$ cat src/design/tltw_pkg.sv
package tltw_pkg;

    // ring geometry, ring size must be a power of two
    localparam int SLOTS    = 512;
    localparam int SLOT_W   = $clog2(SLOTS);
    localparam int FP_W     = SLOT_W + 1;
    localparam int SF_AW    = SLOT_W + 1;
    localparam int SF_DEPTH = 2 * SLOTS;

    // timer pool
    localparam int TIMERS   = 64;
    localparam int TID_W    = $clog2(TIMERS);
    localparam int LINK_W   = 7;
    localparam logic [LINK_W-1:0] NO_TIMER = 7'd127;

    // field widths
    localparam int USER_W   = 28;
    localparam int KID_W    = 4;
    localparam int IV_W     = 18;
    localparam int HANDLE_W = 6;
    localparam int SLOW_W   = IV_W - SLOT_W + 1;

    typedef enum logic [1:0] {
        FUNC_START = 2'd0,
        FUNC_STOP  = 2'd1,
        FUNC_TICK  = 2'd2,
        FUNC_NONE  = 2'd3
    } t_func;

    typedef enum logic [2:0] {
        KIND_STARTED    = 3'd0,
        KIND_STOPPED    = 3'd1,
        KIND_EXPIRED    = 3'd2,
        KIND_TICK_EMPTY = 3'd3,
        KIND_POOL_FULL  = 3'd4,
        KIND_BAD_HANDLE = 3'd5,
        KIND_BAD_IV     = 3'd6
    } t_kind;

    typedef struct packed {
        logic [1:0]          func;
        logic [USER_W-1:0]   user_index;
        logic [KID_W-1:0]    timer_kind;
        logic [IV_W-1:0]     interval;
        logic [HANDLE_W-1:0] handle;
    } t_req;

    typedef struct packed {
        logic [2:0]          kind;
        logic [HANDLE_W-1:0] slot_handle;
        logic [USER_W-1:0]   expired_user;
        logic [KID_W-1:0]    expired_kind;
        logic                last;
    } t_res;

    typedef struct packed {
        logic [SLOT_W-1:0] fast;
        logic [KID_W-1:0]  kid;
        logic [USER_W-1:0] user;
    } t_pay;

    typedef enum logic [3:0] {
        UOP_NONE,
        UOP_CLEAR,
        UOP_CAPTURE,
        UOP_ALLOC,
        UOP_LH_WR,
        UOP_LH_PREV,
        UOP_STOP_RD,
        UOP_STOP_UNL,
        UOP_TICK_CHK,
        UOP_CS_RD,
        UOP_CS_HEAD,
        UOP_CS_GOT,
        UOP_EX_RD,
        UOP_EX_HEAD,
        UOP_EX_OUT
    } t_uop;

    typedef struct packed {
        t_uop  uop;
        logic  emit;
        t_kind kind;
        logic  last;
        logic  finish;
    } t_cmd;

    typedef struct packed {
        logic h_ok;
        logic bad_iv;
        logic full;
        logic wrap;
        logic sf_none;
        logic next_none;
        logic nx_none;
        logic clr_done;
    } t_stat;

    typedef enum logic [3:0] {
        ST_CLEAR,
        ST_IDLE,
        ST_START,
        ST_LH_WR,
        ST_LH_PREV,
        ST_STOP_CHK,
        ST_STOP_UNL,
        ST_TICK,
        ST_CS_RD,
        ST_CS_HEAD,
        ST_CS_GOT,
        ST_EX_RD,
        ST_EX_HEAD,
        ST_EX_OUT
    } t_state;

    function automatic logic is_none(input logic [LINK_W-1:0] l);
        return l >= LINK_W'(TIMERS);
    endfunction

endpackage

$ cat src/design/tltw_ctrl.sv
module tltw_ctrl (
    input  logic                 i_clk,
    input  logic                 i_rst_n,
    input  logic                 start,
    input  logic [1:0]           i_func,
    input  tltw_pkg::t_stat      i_stat,
    output tltw_pkg::t_cmd       o_cmd,
    output logic                 busy
);

    tltw_pkg::t_state r_state, n_state;
    logic r_casc, n_casc;

    always_ff @(posedge i_clk) begin
        if (!i_rst_n) begin
            r_state <= tltw_pkg::ST_CLEAR;
            r_casc  <= 1'b0;
        end else begin
            r_state <= n_state;
            r_casc  <= n_casc;
        end
    end

    assign busy = (r_state != tltw_pkg::ST_IDLE);

    // next state
    always_comb begin
        n_state = r_state;
        n_casc  = r_casc;
        case (r_state)
            tltw_pkg::ST_CLEAR: begin
                if (i_stat.clr_done) n_state = tltw_pkg::ST_IDLE;
            end
            tltw_pkg::ST_IDLE: begin
                if (start) begin
                    case (i_func)
                        tltw_pkg::FUNC_START: n_state = tltw_pkg::ST_START;
                        tltw_pkg::FUNC_STOP:  n_state = tltw_pkg::ST_STOP_CHK;
                        tltw_pkg::FUNC_TICK:  n_state = tltw_pkg::ST_TICK;
                        default:              n_state = tltw_pkg::ST_IDLE;
                    endcase
                end
            end
            tltw_pkg::ST_START: begin
                if (i_stat.bad_iv || i_stat.full) begin
                    n_state = tltw_pkg::ST_IDLE;
                end else begin
                    n_state = tltw_pkg::ST_LH_WR;
                    n_casc  = 1'b0;
                end
            end
            tltw_pkg::ST_LH_WR: n_state = tltw_pkg::ST_LH_PREV;
            tltw_pkg::ST_LH_PREV: begin
                if (!r_casc)              n_state = tltw_pkg::ST_IDLE;
                else if (i_stat.nx_none)  n_state = tltw_pkg::ST_EX_RD;
                else                      n_state = tltw_pkg::ST_CS_GOT;
            end
            tltw_pkg::ST_STOP_CHK: begin
                n_state = i_stat.h_ok ? tltw_pkg::ST_STOP_UNL : tltw_pkg::ST_IDLE;
            end
            tltw_pkg::ST_STOP_UNL: n_state = tltw_pkg::ST_IDLE;
            tltw_pkg::ST_TICK: begin
                n_state = i_stat.wrap ? tltw_pkg::ST_CS_RD : tltw_pkg::ST_EX_RD;
            end
            tltw_pkg::ST_CS_RD: n_state = tltw_pkg::ST_CS_HEAD;
            tltw_pkg::ST_CS_HEAD: begin
                n_state = i_stat.sf_none ? tltw_pkg::ST_EX_RD : tltw_pkg::ST_CS_GOT;
            end
            tltw_pkg::ST_CS_GOT: begin
                n_state = tltw_pkg::ST_LH_WR;
                n_casc  = 1'b1;
            end
            tltw_pkg::ST_EX_RD: n_state = tltw_pkg::ST_EX_HEAD;
            tltw_pkg::ST_EX_HEAD: begin
                n_state = i_stat.sf_none ? tltw_pkg::ST_IDLE : tltw_pkg::ST_EX_OUT;
            end
            tltw_pkg::ST_EX_OUT: begin
                if (i_stat.next_none) n_state = tltw_pkg::ST_IDLE;
            end
            default: n_state = tltw_pkg::ST_IDLE;
        endcase
    end

    // outputs
    always_comb begin
        o_cmd        = '0;
        o_cmd.uop    = tltw_pkg::UOP_NONE;
        o_cmd.kind   = tltw_pkg::KIND_STARTED;
        case (r_state)
            tltw_pkg::ST_CLEAR: o_cmd.uop = tltw_pkg::UOP_CLEAR;
            tltw_pkg::ST_IDLE: begin
                if (start) o_cmd.uop = tltw_pkg::UOP_CAPTURE;
            end
            tltw_pkg::ST_START: begin
                if (i_stat.bad_iv) begin
                    o_cmd.emit = 1'b1;
                    o_cmd.kind = tltw_pkg::KIND_BAD_IV;
                    o_cmd.last = 1'b1;
                end else if (i_stat.full) begin
                    o_cmd.emit = 1'b1;
                    o_cmd.kind = tltw_pkg::KIND_POOL_FULL;
                    o_cmd.last = 1'b1;
                end else begin
                    o_cmd.uop = tltw_pkg::UOP_ALLOC;
                end
            end
            tltw_pkg::ST_LH_WR: o_cmd.uop = tltw_pkg::UOP_LH_WR;
            tltw_pkg::ST_LH_PREV: begin
                o_cmd.uop = tltw_pkg::UOP_LH_PREV;
                if (!r_casc) begin
                    o_cmd.emit = 1'b1;
                    o_cmd.kind = tltw_pkg::KIND_STARTED;
                    o_cmd.last = 1'b1;
                end
            end
            tltw_pkg::ST_STOP_CHK: begin
                if (i_stat.h_ok) begin
                    o_cmd.uop = tltw_pkg::UOP_STOP_RD;
                end else begin
                    o_cmd.emit = 1'b1;
                    o_cmd.kind = tltw_pkg::KIND_BAD_HANDLE;
                    o_cmd.last = 1'b1;
                end
            end
            tltw_pkg::ST_STOP_UNL: begin
                o_cmd.uop  = tltw_pkg::UOP_STOP_UNL;
                o_cmd.emit = 1'b1;
                o_cmd.kind = tltw_pkg::KIND_STOPPED;
                o_cmd.last = 1'b1;
            end
            tltw_pkg::ST_TICK:    o_cmd.uop = tltw_pkg::UOP_TICK_CHK;
            tltw_pkg::ST_CS_RD:   o_cmd.uop = tltw_pkg::UOP_CS_RD;
            tltw_pkg::ST_CS_HEAD: o_cmd.uop = tltw_pkg::UOP_CS_HEAD;
            tltw_pkg::ST_CS_GOT:  o_cmd.uop = tltw_pkg::UOP_CS_GOT;
            tltw_pkg::ST_EX_RD:   o_cmd.uop = tltw_pkg::UOP_EX_RD;
            tltw_pkg::ST_EX_HEAD: begin
                o_cmd.uop = tltw_pkg::UOP_EX_HEAD;
                if (i_stat.sf_none) begin
                    o_cmd.emit   = 1'b1;
                    o_cmd.kind   = tltw_pkg::KIND_TICK_EMPTY;
                    o_cmd.last   = 1'b1;
                    o_cmd.finish = 1'b1;
                end
            end
            tltw_pkg::ST_EX_OUT: begin
                o_cmd.uop    = tltw_pkg::UOP_EX_OUT;
                o_cmd.emit   = 1'b1;
                o_cmd.kind   = tltw_pkg::KIND_EXPIRED;
                o_cmd.last   = i_stat.next_none;
                o_cmd.finish = i_stat.next_none;
            end
            default: o_cmd.uop = tltw_pkg::UOP_NONE;
        endcase
    end

endmodule

$ cat config.mk
export PLATFORM = sky130hd
export DESIGN_NAME = tltw_ctrl
export DESIGN_NICKNAME = d
export VERILOG_FILES = /design/src/design/tltw_pkg.sv /design/src/design/tltw_ctrl.sv
export SDC_FILE = /design/constraint.sdc
export NUM_CORES = 1
export LEC_CHECK = 0
export BUFFER_PORTS_ARGS = -buffer_cell sky130_fd_sc_hd__buf_4
export CAP_MARGIN = 20
export CORE_AREA = 3 3 46 48
export DETAILED_ROUTE_END_ITERATION = 10
export DIE_AREA = 0 0 49 51
export PLACE_DENSITY = 0.69
export SYNTH_ARGS = -nofsm -noshare
export SYNTH_HDL_FRONTEND = slang
export SYNTH_SLANG_ARGS = --single-unit
$ cat constraint.sdc
create_clock -name i_clk -period 1.34 [get_ports i_clk]
set_input_delay 0.067 -clock i_clk [delete_from_list [all_inputs] [get_ports i_clk]]
set_output_delay 0.067 -clock i_clk [all_outputs]
set_load 0.005 [all_outputs]
# After elaboration in Yosys (flattened, before gate mapping)
# Index checks and enable logic that the tools add are counted.
# Widths: inputs -> output; s select.
[word_totals] ff_bits=5 input_bits=13 output_inout_bits=11 word_cells=54
[op_classes] eq_ne=20 mux=26 reduce_logical=6
[ops] cell="$pmux 4 s14" count=1
[ops] cell="$pmux 4 s13" count=1
[ops] cell="$pmux 5 s6" count=1
[ops] cell="$eq 4x4->1 const B" count=6
[ops] cell="$mux 4" count=5
[ops] cell="$mux 5" count=4
[ops] cell="$eq 4x3->1 const B" count=4
[ops] cell="$mux 2" count=5
[ops] cell="$pmux 3 s3" count=1
[ops] cell="$eq 4x2->1 const B" count=2
[ops] cell="$ne 2x2->1 const B" count=4
[ops] cell="$mux 3" count=2
[ops] cell="$mux 6" count=1
[ops] cell="$eq 4x1->1 const B" count=1
[ops] cell="$logic_not 4->1" count=1
[ops] cell="$ne 4x1->1 const B" count=1
[ops] cell="$pmux 1 s2" count=2
[ops] cell="$mux 1" count=3
[ops] cell="$reduce_and 3->1" count=1
[ops] cell="$eq 2x1->1 const B" count=1
[ops] cell="$eq 2x2->1 const B" count=1
[ops] cell="$logic_not 2->1" count=1
[ops] cell="$reduce_and 2->1" count=1
[ops] cell="$reduce_bool 2->1" count=1
[ops] cell="$logic_or 1x1->1" count=1

# Longest topological paths before layout
# Gate-level depths: netlist of the first run.
[depth] ltp_word=4 mapped_depth=7 depth_no_buf=6

# Worst setup path before layout of the first run
# Ideal clock, no wire load.
[synth_timing] path_type="reg2out" startpoint="register r_state[0]" endpoint="output o_cmd[1] in the netlist's numbering" arrival_ps=1213 t_required_ps=1273 slack_ps=60 path_stages_with_launch=6 path_buffers=1 cell_sequence="dfxtp_1 buf_6 or4b_4 o32ai_4 a31oi_4 nand2b_2"
[synth_lines] item="start, declared" line="tltw_ctrl.sv:11" text="tltw_pkg::t_state r_state, n_state;"
[synth_lines] item="start signal, assigned" line="tltw_ctrl.sv:16" text="r_state <= tltw_pkg::ST_CLEAR;"
[synth_lines] item="start signal, assigned" line="tltw_ctrl.sv:19" text="r_state <= n_state;"
[synth_lines] item="end, declared" line="tltw_ctrl.sv:7" text="output tltw_pkg::t_cmd o_cmd,"

==> results of run 1 <==
## critical path: cells and delay by family, from the launching register on
family	cells	cell delay, ns
AND/OR/NAND/NOR	1	0.54
flip-flops	1	0.36
AO/OA/AOI/OAI	3	0.27
buffers and inverters	1	0.11
## state kept, by name (all words and copies together), names as in the netlist
name,flops
r_casc,1
r_state,4
## cell families (layout without fill, tap and decap cells)
kind of cell	count (synthesis)	in the layout	share of synthesized area, %
buffers and inverters	13	67	9.79
adders and majority gates	3	3	4.82
and+or+nand+nor	49	49	38.8
xor gates and xnor gates	1	1	1.12
DFF	5	5	12.8
AOI/OAI and AO/OA	35	35	32.6
## routing by layer
layer | up-vias | track usage, % | wire length (um)
li1 | 490 | - | -
met1 | 504 | 26.0 | 1250
met2 | 50 | 42.3 | 1560
met3 | 11 | 4.08 | 208
met4 | 0 | 9.00 | 128
met5 | - | 0 | 0
## layout by cell type, fill, tap and decap left out, types with 2 or more instances in the layout
cell,Yosys,layout
a21oi_1,7,4
a21oi_2,0,3
a31oi_1,3,2
buf_4,4,46
buf_6,1,11
buf_8,0,2
clkbuf_4,0,3
dfxtp_4,0,3
ha_1,3,3
inv_1,3,3
nand2_1,12,10
nand2b_1,5,3
nand2b_2,1,2
nand2b_4,1,2
nand3b_1,3,3
nor2_1,5,4
nor2_4,0,2
nor2b_1,7,5
nor3b_1,4,3
o21ai_0,7,2
o21ai_1,5,6
o21ai_2,1,5
## stage by stage
step / utilization (%) / cells / setup WS [ns] / setup TNS, ns / hold slack, ns
finish: 80.4 / 185 / -0.280 / -2.22 / 0.111
global route: 80.4 / 185 / -0.366 / -2.96 / 0.117
CTS: 73.2 / 180 / -0.253 / -1.55 / 0.0813
detailed placement: 64.0 / 171 / -0.129 / -0.717 / 0.321
global placement: 64.0 / 171 / -0.0897 / -0.397 / 0.321
floorplan: - / 106 / 0.0603 / 0 / 0.184
## where the power goes
| group | switching, mW | internal (mW) |
|---|---|---|
| registers | 0.00656 | 0.149 |
| logic | 0.110 | 0.124 |
| clock network | 0.0847 | 0.114 |
## layout make-up
cell class | count | area (um2)
multi-input combinational | 88 | 719
timing repair buffer | 59 | 499
fill | 118 | 342
sequential | 5 | 113
tap | 25 | 31.3
clock buffer | 4 | 26.3
inverter | 4 | 15.0
## final timing paths
path              start  slack [ns]    endpoint
max          r_state[0]       -0.28    o_cmd[5]
min             i_rst_n        0.11  r_state[3]
max reg2reg  r_state[3]       -0.11      r_casc
min reg2reg      r_casc        0.70      r_casc
## timing repair
action | 4_1_cts | 5_1_grt
gates resized for setup | 29 | 24
setup endpoints to repair | 16 | 16
hold endpoints to repair | 0 | 0
pin swaps | 5 | 11
hold buffers | 0 | 0
setup buffers | 5 | 6
==> results.cfg, run 1 <==
[critical_path]
cp_cell_sequence = or4b_4 > o32ai_4 > a31oi_4 > o21ai_2 > buf_4
critPathSlowestCell = or4b_4
critical_path.endpoint_type = output port
setup.worst_path.class = reg2out
cp_slowest_stage_delay_ns = 0.54
worst_r2r_path_depth = 6
timing.critical_path.from_type = flip-flop
critPathRequiredTime_ns = 1.27
timing.critical_path.arrival_ns = 1.55
worst_path_max_fanout = 5

[clock_network]
ctsHtreeMaxLevel = 1
cts-buffers-inserted = 3
clock_path_buffers = 2
worst_skew_pair_latency_ns = 0.26
clk_transition_reported_paths_ns = 0.06
clk_root_buf = clkbuf_4
numClockSinks = 5
clock_tree_from_tritoncts = yes

[power]
leakagePower_nw = 0.631
pwr_per_cell_area_mw_per_mm2 = 419
report.power.total_uw = 588
peakVddDrop_v = 0.000235

[global_route]
grt_pass1_wl_um = 4350
grt_overflow = 0
grt_usage_pct = 22.9
grt_pass1_vias = 969
antenna_found_initial = 0
largest_net_degree_at_the_start_of_global_routing = 11

[timing]
clock.fmax_mhz = 617
final_critical_path_setup_slack_ns = -0.280
fin_crit_sh_pct = 121
worst_case_headroom_to_the_max_slew_limit_pct = 74.1
clock-skew-final_ns = 0.00609
setup-violations-final = 13
worst_slew_pin_tran_ns = 0.385
rsz0062_at_grt = true
timing.final.crit_period_ns = 1.62
drv_slew = 0
hold_viol_final = 0

[drt]
drt_drc_violations_left = 0
routed_wl_um = 3150
avgViaCountPerCell = 5.70
wl_per_cell_um = 17.0
drt.antenna.violating_nets = 0
detail_route.first_pass.iterations = 4
drt_first_iter_violations = 27
dr_total_vias = 1055

[finish]
area.growth.synth_to_final_pct = 80.1
layout-drive-gt1-share_pct = 60.0
insertedDiodeCount = 0
nNetsFinal = 177
fin_area_mm2 = 0.00140

[run]
cap_violations = 0

[placed_design]
gp_routability_congestion = 0.940
portBuffers = 23
postPlaceCellArea_mm2 = 0.00112
place.detailed.hpwl_um = 1870

[yosys]
synth.yosys.warnings = 0
flop_and_latch_count_out_of_synthesis = 5
yosysMostFrequentCell = nand2_1
post_synth_main_area_contributors = dfxtp_1 (13%), nand2_1 (5.8%), nor2b_1 (5.6%)
synth.net_count = 122
synth.lib_cells_used.distinct = 42
synth_top_cell_by_area = dfxtp_1
share_of_the_synthesized_area_in_the_top_cell_type_pct = 12.8
synth_ff_type = dfxtp_1
mappedNetlistArea_um2 = 779
syn-instance-count = 106
synth_seq_area_share_pct = 12.8
yosys-top-cells-count = nand2_1 (12), a21oi_1 (7), nor2b_1 (7), o21ai_0 (7)
synth_edf_count = 0
synthesis.area_per_instance_um2 = 7.35
synth-async-reset-ratio_pct = 0

[floorplan]
initial_core_util_pct = 44.7
floorplan.die.width_um = 49
die_height_um = 51
floorplan.core_area_mm2 = 0.00175
floorplan.rows = 15
dieArea_mm2 = 0.00250
number_of_placed_i_o_pins = 24

[status]
failed_checks = negative setup slack
run_status = finished, violations left

[min_path]
hold-path-cell-count = 2
hold_path_class = in2reg
Note: power is estimated with default switching activity, not from simulation.
==> inputs of run 2 (changes only) <==
- REMOVE_ABC_BUFFERS: default -> 1
==> results.cfg, run 2 (same netlist as run 1, synthesis figures left out) <==
[finish]
area.growth.synth_to_final_pct = 89.7
largest_register_ffs = 4
post_layout_nonfiller_instances = 189
layout-drive-gt1-share_pct = 63.4
largest_register = r_state
layout.cells.most_common = buf_4
mostFrequentLayoutCells = buf_4 (49), buf_6 (12), nand2_1 (11)
nNetsFinal = 181
insertedDiodeCount = 0
largestRegisters = r_state: 4 flops, r_casc: 1 flops
fin_area_mm2 = 0.00148

[timing]
rsz0062_at_grt = true
worst_case_headroom_to_the_max_slew_limit_pct = 72.3
timing.setup.tns_ns = -2.75
timing.final.crit_period_ns = 1.64
hold_ws_ns = 0.0739
clock-skew-final_ns = 0.00174
drv_slew = 0
clock.fmax_mhz = 611
final_critical_path_setup_slack_ns = -0.297
hold_viol_final = 0
fin_crit_sh_pct = 122
setup-violations-final = 16
worst_slew_pin_tran_ns = 0.415

[critical_path]
timing.critical_path.from_type = flip-flop
timing.critical_path.arrival_ns = 1.57
critPathLaunch = r_state[3]
worst_path_max_fanout = 4
critPathRequiredTime_ns = 1.27
setup.worst_path.class = reg2out
critical_path.endpoint_type = output port
worst_reg2reg_startpoint = r_state[1]

[floorplan]
number_of_placed_i_o_pins = 24
floorplan.core_area_mm2 = 0.00175
die_height_um = 51
dieArea_mm2 = 0.00250
floorplan.rows = 15
initial_core_util_pct = 44.7
floorplan.die.width_um = 49

[clock_network]
ctsHtreeMaxLevel = 1
clock_path_buffers = 2
clock_tree_from_tritoncts = yes
cts-buffers-inserted = 3
cts_hold_buffers = 0
worst_skew_pair_latency_ns = 0.25
clk_transition_reported_paths_ns = 0.04
clk_root_buf = clkbuf_4
numClockSinks = 5

[drt]
avgViaCountPerCell = 6.04
wl_per_cell_um = 20.5
drt.antenna.violating_nets = 0
drt_first_iter_violations = 51
drt_drc_violations_left = 0
dr_total_vias = 1142
detail_route.first_pass.iterations = 4
routed_wl_um = 3880

[power]
peakVddDrop_v = 0.000423
power.net_switching_uw = 218
share_of_total_power_in_sequential_cells_pct = 24.1
pwr_per_cell_area_mw_per_mm2 = 435
power.share.switching_pct = 33.9
power_frac_clock_pct = 29.1
leakagePower_nw = 0.652
comb_power_share_pct = 46.7
cellInternalPower_uw = 425

[global_route]
grt_usage_pct = 26.8
largest_net_degree_at_the_start_of_global_routing = 13
grt_pass1_vias = 1068
antenna_found_initial = 0
grt_overflow = 0
grt_pass1_wl_um = 5010

[placed_design]
portBuffers = 23
gp_routability_congestion = 0.954
place_ws_ns = -0.115
postPlaceCellArea_mm2 = 0.00109
place.detailed.hpwl_um = 1940
placedCellCount = 168

[status]
failed_checks = negative setup slack
run_status = finished, violations left

[min_path]
min-delay-start = i_rst_n
hold_path_class = in2reg

[run]
cap_violations = 0
## run 2: changes by cell type in the layout (fill, tap and decap cells not counted), sizes merged
cell | previous run | this run
buf | 59 | 63
## run 2: critical path: stages, from the launching register on
cell and delay (ns):
dfxtp_4 0.35, or4b_4 0.55, o32ai_4 0.17, a31oi_4 0.06, o21ai_2 0.07, buf_4 0.12
## run 2: per-layer routing
layer  global-route usage, %  share of wire (%)  routed length, um
met5                       0                  0                  0
met4                    17.5                5.6                216
met3                    5.54                7.7                297
met2                    48.2                 49               1920
met1                    28.3                 37               1450
## run 2: power by group through the flow
stage	registers [mW]	clock network (mW)	logic, mW
2_1_floorplan	0.173	0	0.0633
3_3_place_gp	0.164	0	0.168
3_5_place_dp	0.165	0	0.172
4_1_cts	0.155	0.192	0.258
5_1_grt	0.156	0.204	0.314
6_report	0.155	0.187	0.301
## run 2: area by class of cell
cell class / instances / area (um2)
tap: 25 / 31.3
fill: 98 / 267
clock buffer: 4 / 26.3
timing repair buffer: 63 / 546
sequential: 5 / 115
inverter: 4 / 15.0
multi-input combinational: 88 / 746
## run 2: repair_timing
action / in CTS / in global routing
pin swaps: 13 / 17
gates resized for setup: 40 / 16
endpoints found under the setup margin: 14 / 16
cloned: 1 / 0
buffers inserted: 12 / 8
## run 2: worst paths after layout
check / endpoint / slack, ns / cells past startpoint
worst max-delay path: o_cmd[5] / -0.30 / 5
worst min-delay path: r_state[3] / 0.07 / 2
worst max register to register: r_state[1] / -0.21 / 7
worst min register to register: r_casc / 0.70 / 2
## run 2: through the flow
stage	power (mW)	util, %
floorplan	0.237	-
global placement	0.332	62.7
detailed placement	0.336	62.7
CTS	0.604	78.2
global route	0.674	84.7
finish	0.643	84.7
==> inputs of run 3 (changes only) <==
- ABC_AREA: default -> 1
- CORE_AREA: 3 3 46 48 -> 3 3 43 45
- CTS_BUF_LIST: default -> sky130_fd_sc_hd__clkbuf_4
- DIE_AREA: 0 0 49 51 -> 0 0 46 48
- MAX_ROUTING_LAYER: default -> met4
- PLACE_DENSITY: 0.69 -> 0.71
==> results.cfg, run 3 <==
[timing]
fin_crit_sh_pct = 110
worst_slew_pin_tran_ns = 0.355
drv_slew = 0
clock.fmax_mhz = 676
rsz0062_at_grt = true
hold_viol_final = 0
worst_case_headroom_to_the_max_slew_limit_pct = 76.2
final_critical_path_setup_slack_ns = -0.140
setup-violations-final = 9
clock-skew-final_ns = 0.00664
timing.final.crit_period_ns = 1.48

[yosys]
mappedNetlistArea_um2 = 669
synthXorXnorAreaFrac_pct = 0
synth.yosys.warnings = 0
syn-instance-count = 133
synth-async-reset-ratio_pct = 0
post_synth_main_area_contributors = nand2_1 (25%), dfxtp_1 (15%), inv_1 (14%)
yosysMostFrequentCell = nand2_1
share_of_the_synthesized_area_in_the_top_cell_type_pct = 25.2
synth_top_cell_by_area = nand2_1
synth_edf_count = 0
synth.mux.area_fraction_pct = 0
synth_seq_area_share_pct = 15.0
yosys-top-cells-count = nand2_1 (45), inv_1 (25), nor2_1 (23), nand3_1 (7), a21oi_1 (6)
synthesis.area_per_instance_um2 = 5.03
synth_top_family_by_area = simple AND/OR/NAND/NOR gates
yosys.area_share.simple_pct = 51.6
synth_compound_area_share_pct = 12.7
synth_fa_ha_area_share_pct = 5.61
flop_and_latch_count_out_of_synthesis = 5
synth_ff_type = dfxtp_1
synth.lib_cells_used.distinct = 20

[finish]
largest_register = r_state
insertedDiodeCount = 0
area.growth.synth_to_final_pct = 85.6
layout-drive-gt1-share_pct = 52.6
nNetsFinal = 190
multiInputGateArea_um2 = 669
largestRegisters = r_state: 4 flops, r_casc: 1 flops
register_area_um2 = 115
finish.utilization_pct = 82.5
fill_cells = 104
fin_area_mm2 = 0.00124
largest_register_ffs = 4
layout.cells.most_common = nand2_1
mostFrequentLayoutCells = nand2_1 (32), buf_4 (31), inv_1 (21)

[clock_network]
cts-buffers-inserted = 3
worst_skew_pair_latency_ns = 0.24
clock_tree_from_tritoncts = yes
numClockSinks = 5
cts_hold_buffers = 0
clk_transition_reported_paths_ns = 0.05
clock_path_buffers = 2
clk_root_buf = clkbuf_4
ctsHtreeMaxLevel = 1

[floorplan]
die_height_um = 48
dieArea_mm2 = 0.00221
floorplan.core_area_mm2 = 0.00151
floorplan.die.width_um = 46
initial_core_util_pct = 44.4
floorplan.rows = 14
number_of_placed_i_o_pins = 24

[power]
share_of_total_power_in_sequential_cells_pct = 24.7
peakVddDrop_v = 0.000477
leakagePower_nw = 0.717
power.share.switching_pct = 39.4
power.net_switching_uw = 301
cellInternalPower_uw = 464
power_frac_clock_pct = 25.1
pwr_per_cell_area_mw_per_mm2 = 616
comb_power_share_pct = 50.3
report.power.total_uw = 765

[drt]
drt_first_iter_violations = 19
drt-met1-wl_um = 1030
dr_total_vias = 1027
wl_met3_um = 142
highest-signal-layer = met4
wl_per_cell_um = 14.9
drt_drc_violations_left = 0
drt.antenna.violating_nets = 0
routed_wl_um = 2820
met2_routed_wirelength_um = 1510
avgViaCountPerCell = 5.43
detail_route.first_pass.iterations = 5

[placed_design]
place.detailed.hpwl_um = 1750
gp_routability_congestion = 0.954
postPlaceCellArea_um2 = 877
place_ws_ns = -0.0182
portBuffers = 23

[global_route]
antenna_found_initial = 0
grt_pass1_wl_um = 4050
grt_pass1_vias = 957
largest_net_degree_at_the_start_of_global_routing = 8
grt_usage_pct = 26.7
grt_overflow = 0

[run]
cap_violations = 0

[critical_path]
critPathRequiredTime_ns = 1.27
timing.critical_path.arrival_ns = 1.41
setup.reg_to_reg.worst_slack_ns = -0.02
worst_path_max_fanout = 6
critical_path.endpoint_type = output port
timing.critical_path.from_type = flip-flop
setup.worst_path.class = reg2out

[status]
failed_checks = negative setup slack
run_status = finished, violations left

[min_path]
hold_path_class = in2reg
-- run 3: cell types whose count changed after synthesis, moves of 5 or more --
cell	delta
nand3_1	+6
nor2_1	+18
inv_1	+22
nor2b_1	-7
nand2_1	+33
nand2b_1	-5
-- run 3: final cells by class --
cell class | instances | area share [%]
Multi-Input combinational cell | 101 | 53.9
Inverter | 27 | 9.57
Sequential cell | 5 | 9.26
Timing Repair Buffer | 36 | 23.3
Clock buffer | 4 | 2.42
Tap cell | 16 | 1.61
-- run 3: final timing paths --
check / to / from / cells past startpoint
max: o_cmd[1] / r_state[2] / 7
min: r_state[3] / i_rst_n / 3
max reg2reg: r_state[0] / r_state[2] / 10
min reg2reg: r_casc / r_casc / 2
-- run 3: stage by stage --
step	cells	hold WS, ns	setup TNS [ns]
2_1_floorplan	133	0.165	0
3_3_place_gp	174	0.275	-0.124
3_5_place_dp	174	0.277	-0.0184
4_1_cts	184	0.0189	-0.176
5_1_grt	189	0.0340	-1.43
6_report	189	0.0256	-0.549
-- run 3: power by group through the flow --
stage / Sequential, mW / Combinational (mW) / Clock [mW]
detailed placement: 0.178 / 0.269 / 0
CTS: 0.184 / 0.315 / 0.203
global route: 0.190 / 0.422 / 0.217
global placement: 0.178 / 0.265 / 0
finish: 0.189 / 0.384 / 0.192
floorplan: 0.175 / 0.159 / 0
-- run 3: repair_timing --
item                                    4_1_cts  5_1_grt
endpoints found under the setup margin       12       14
hold endpoints to repair                      0        0
pin swaps                                     7        5
buffers inserted                              6        5
resized for setup                            49       28
-- run 3: layer usage --
metal,vias up,GRT usage (%)
li1,491,-
met1,465,29.3
met2,51,44.2
met3,20,3.01
met4,0,19.9
met5,-,-
-- run 3: kinds of logic (layout without fill, tap and decap cells) --
family	count (synthesis)	in the layout
simple gates	83	83
compound gates	15	15
fa+ha+maj	3	3
buf+inv	27	67
flops	5	5
-- run 3: critical path: stages (launching register included) --
cell     delay, ns
dfxtp_4       0.45
nand2_4       0.12
nor2_4        0.18
nand2_2       0.11
o21ai_2       0.09
inv_1         0.06
nand2_1       0.06
buf_4         0.10
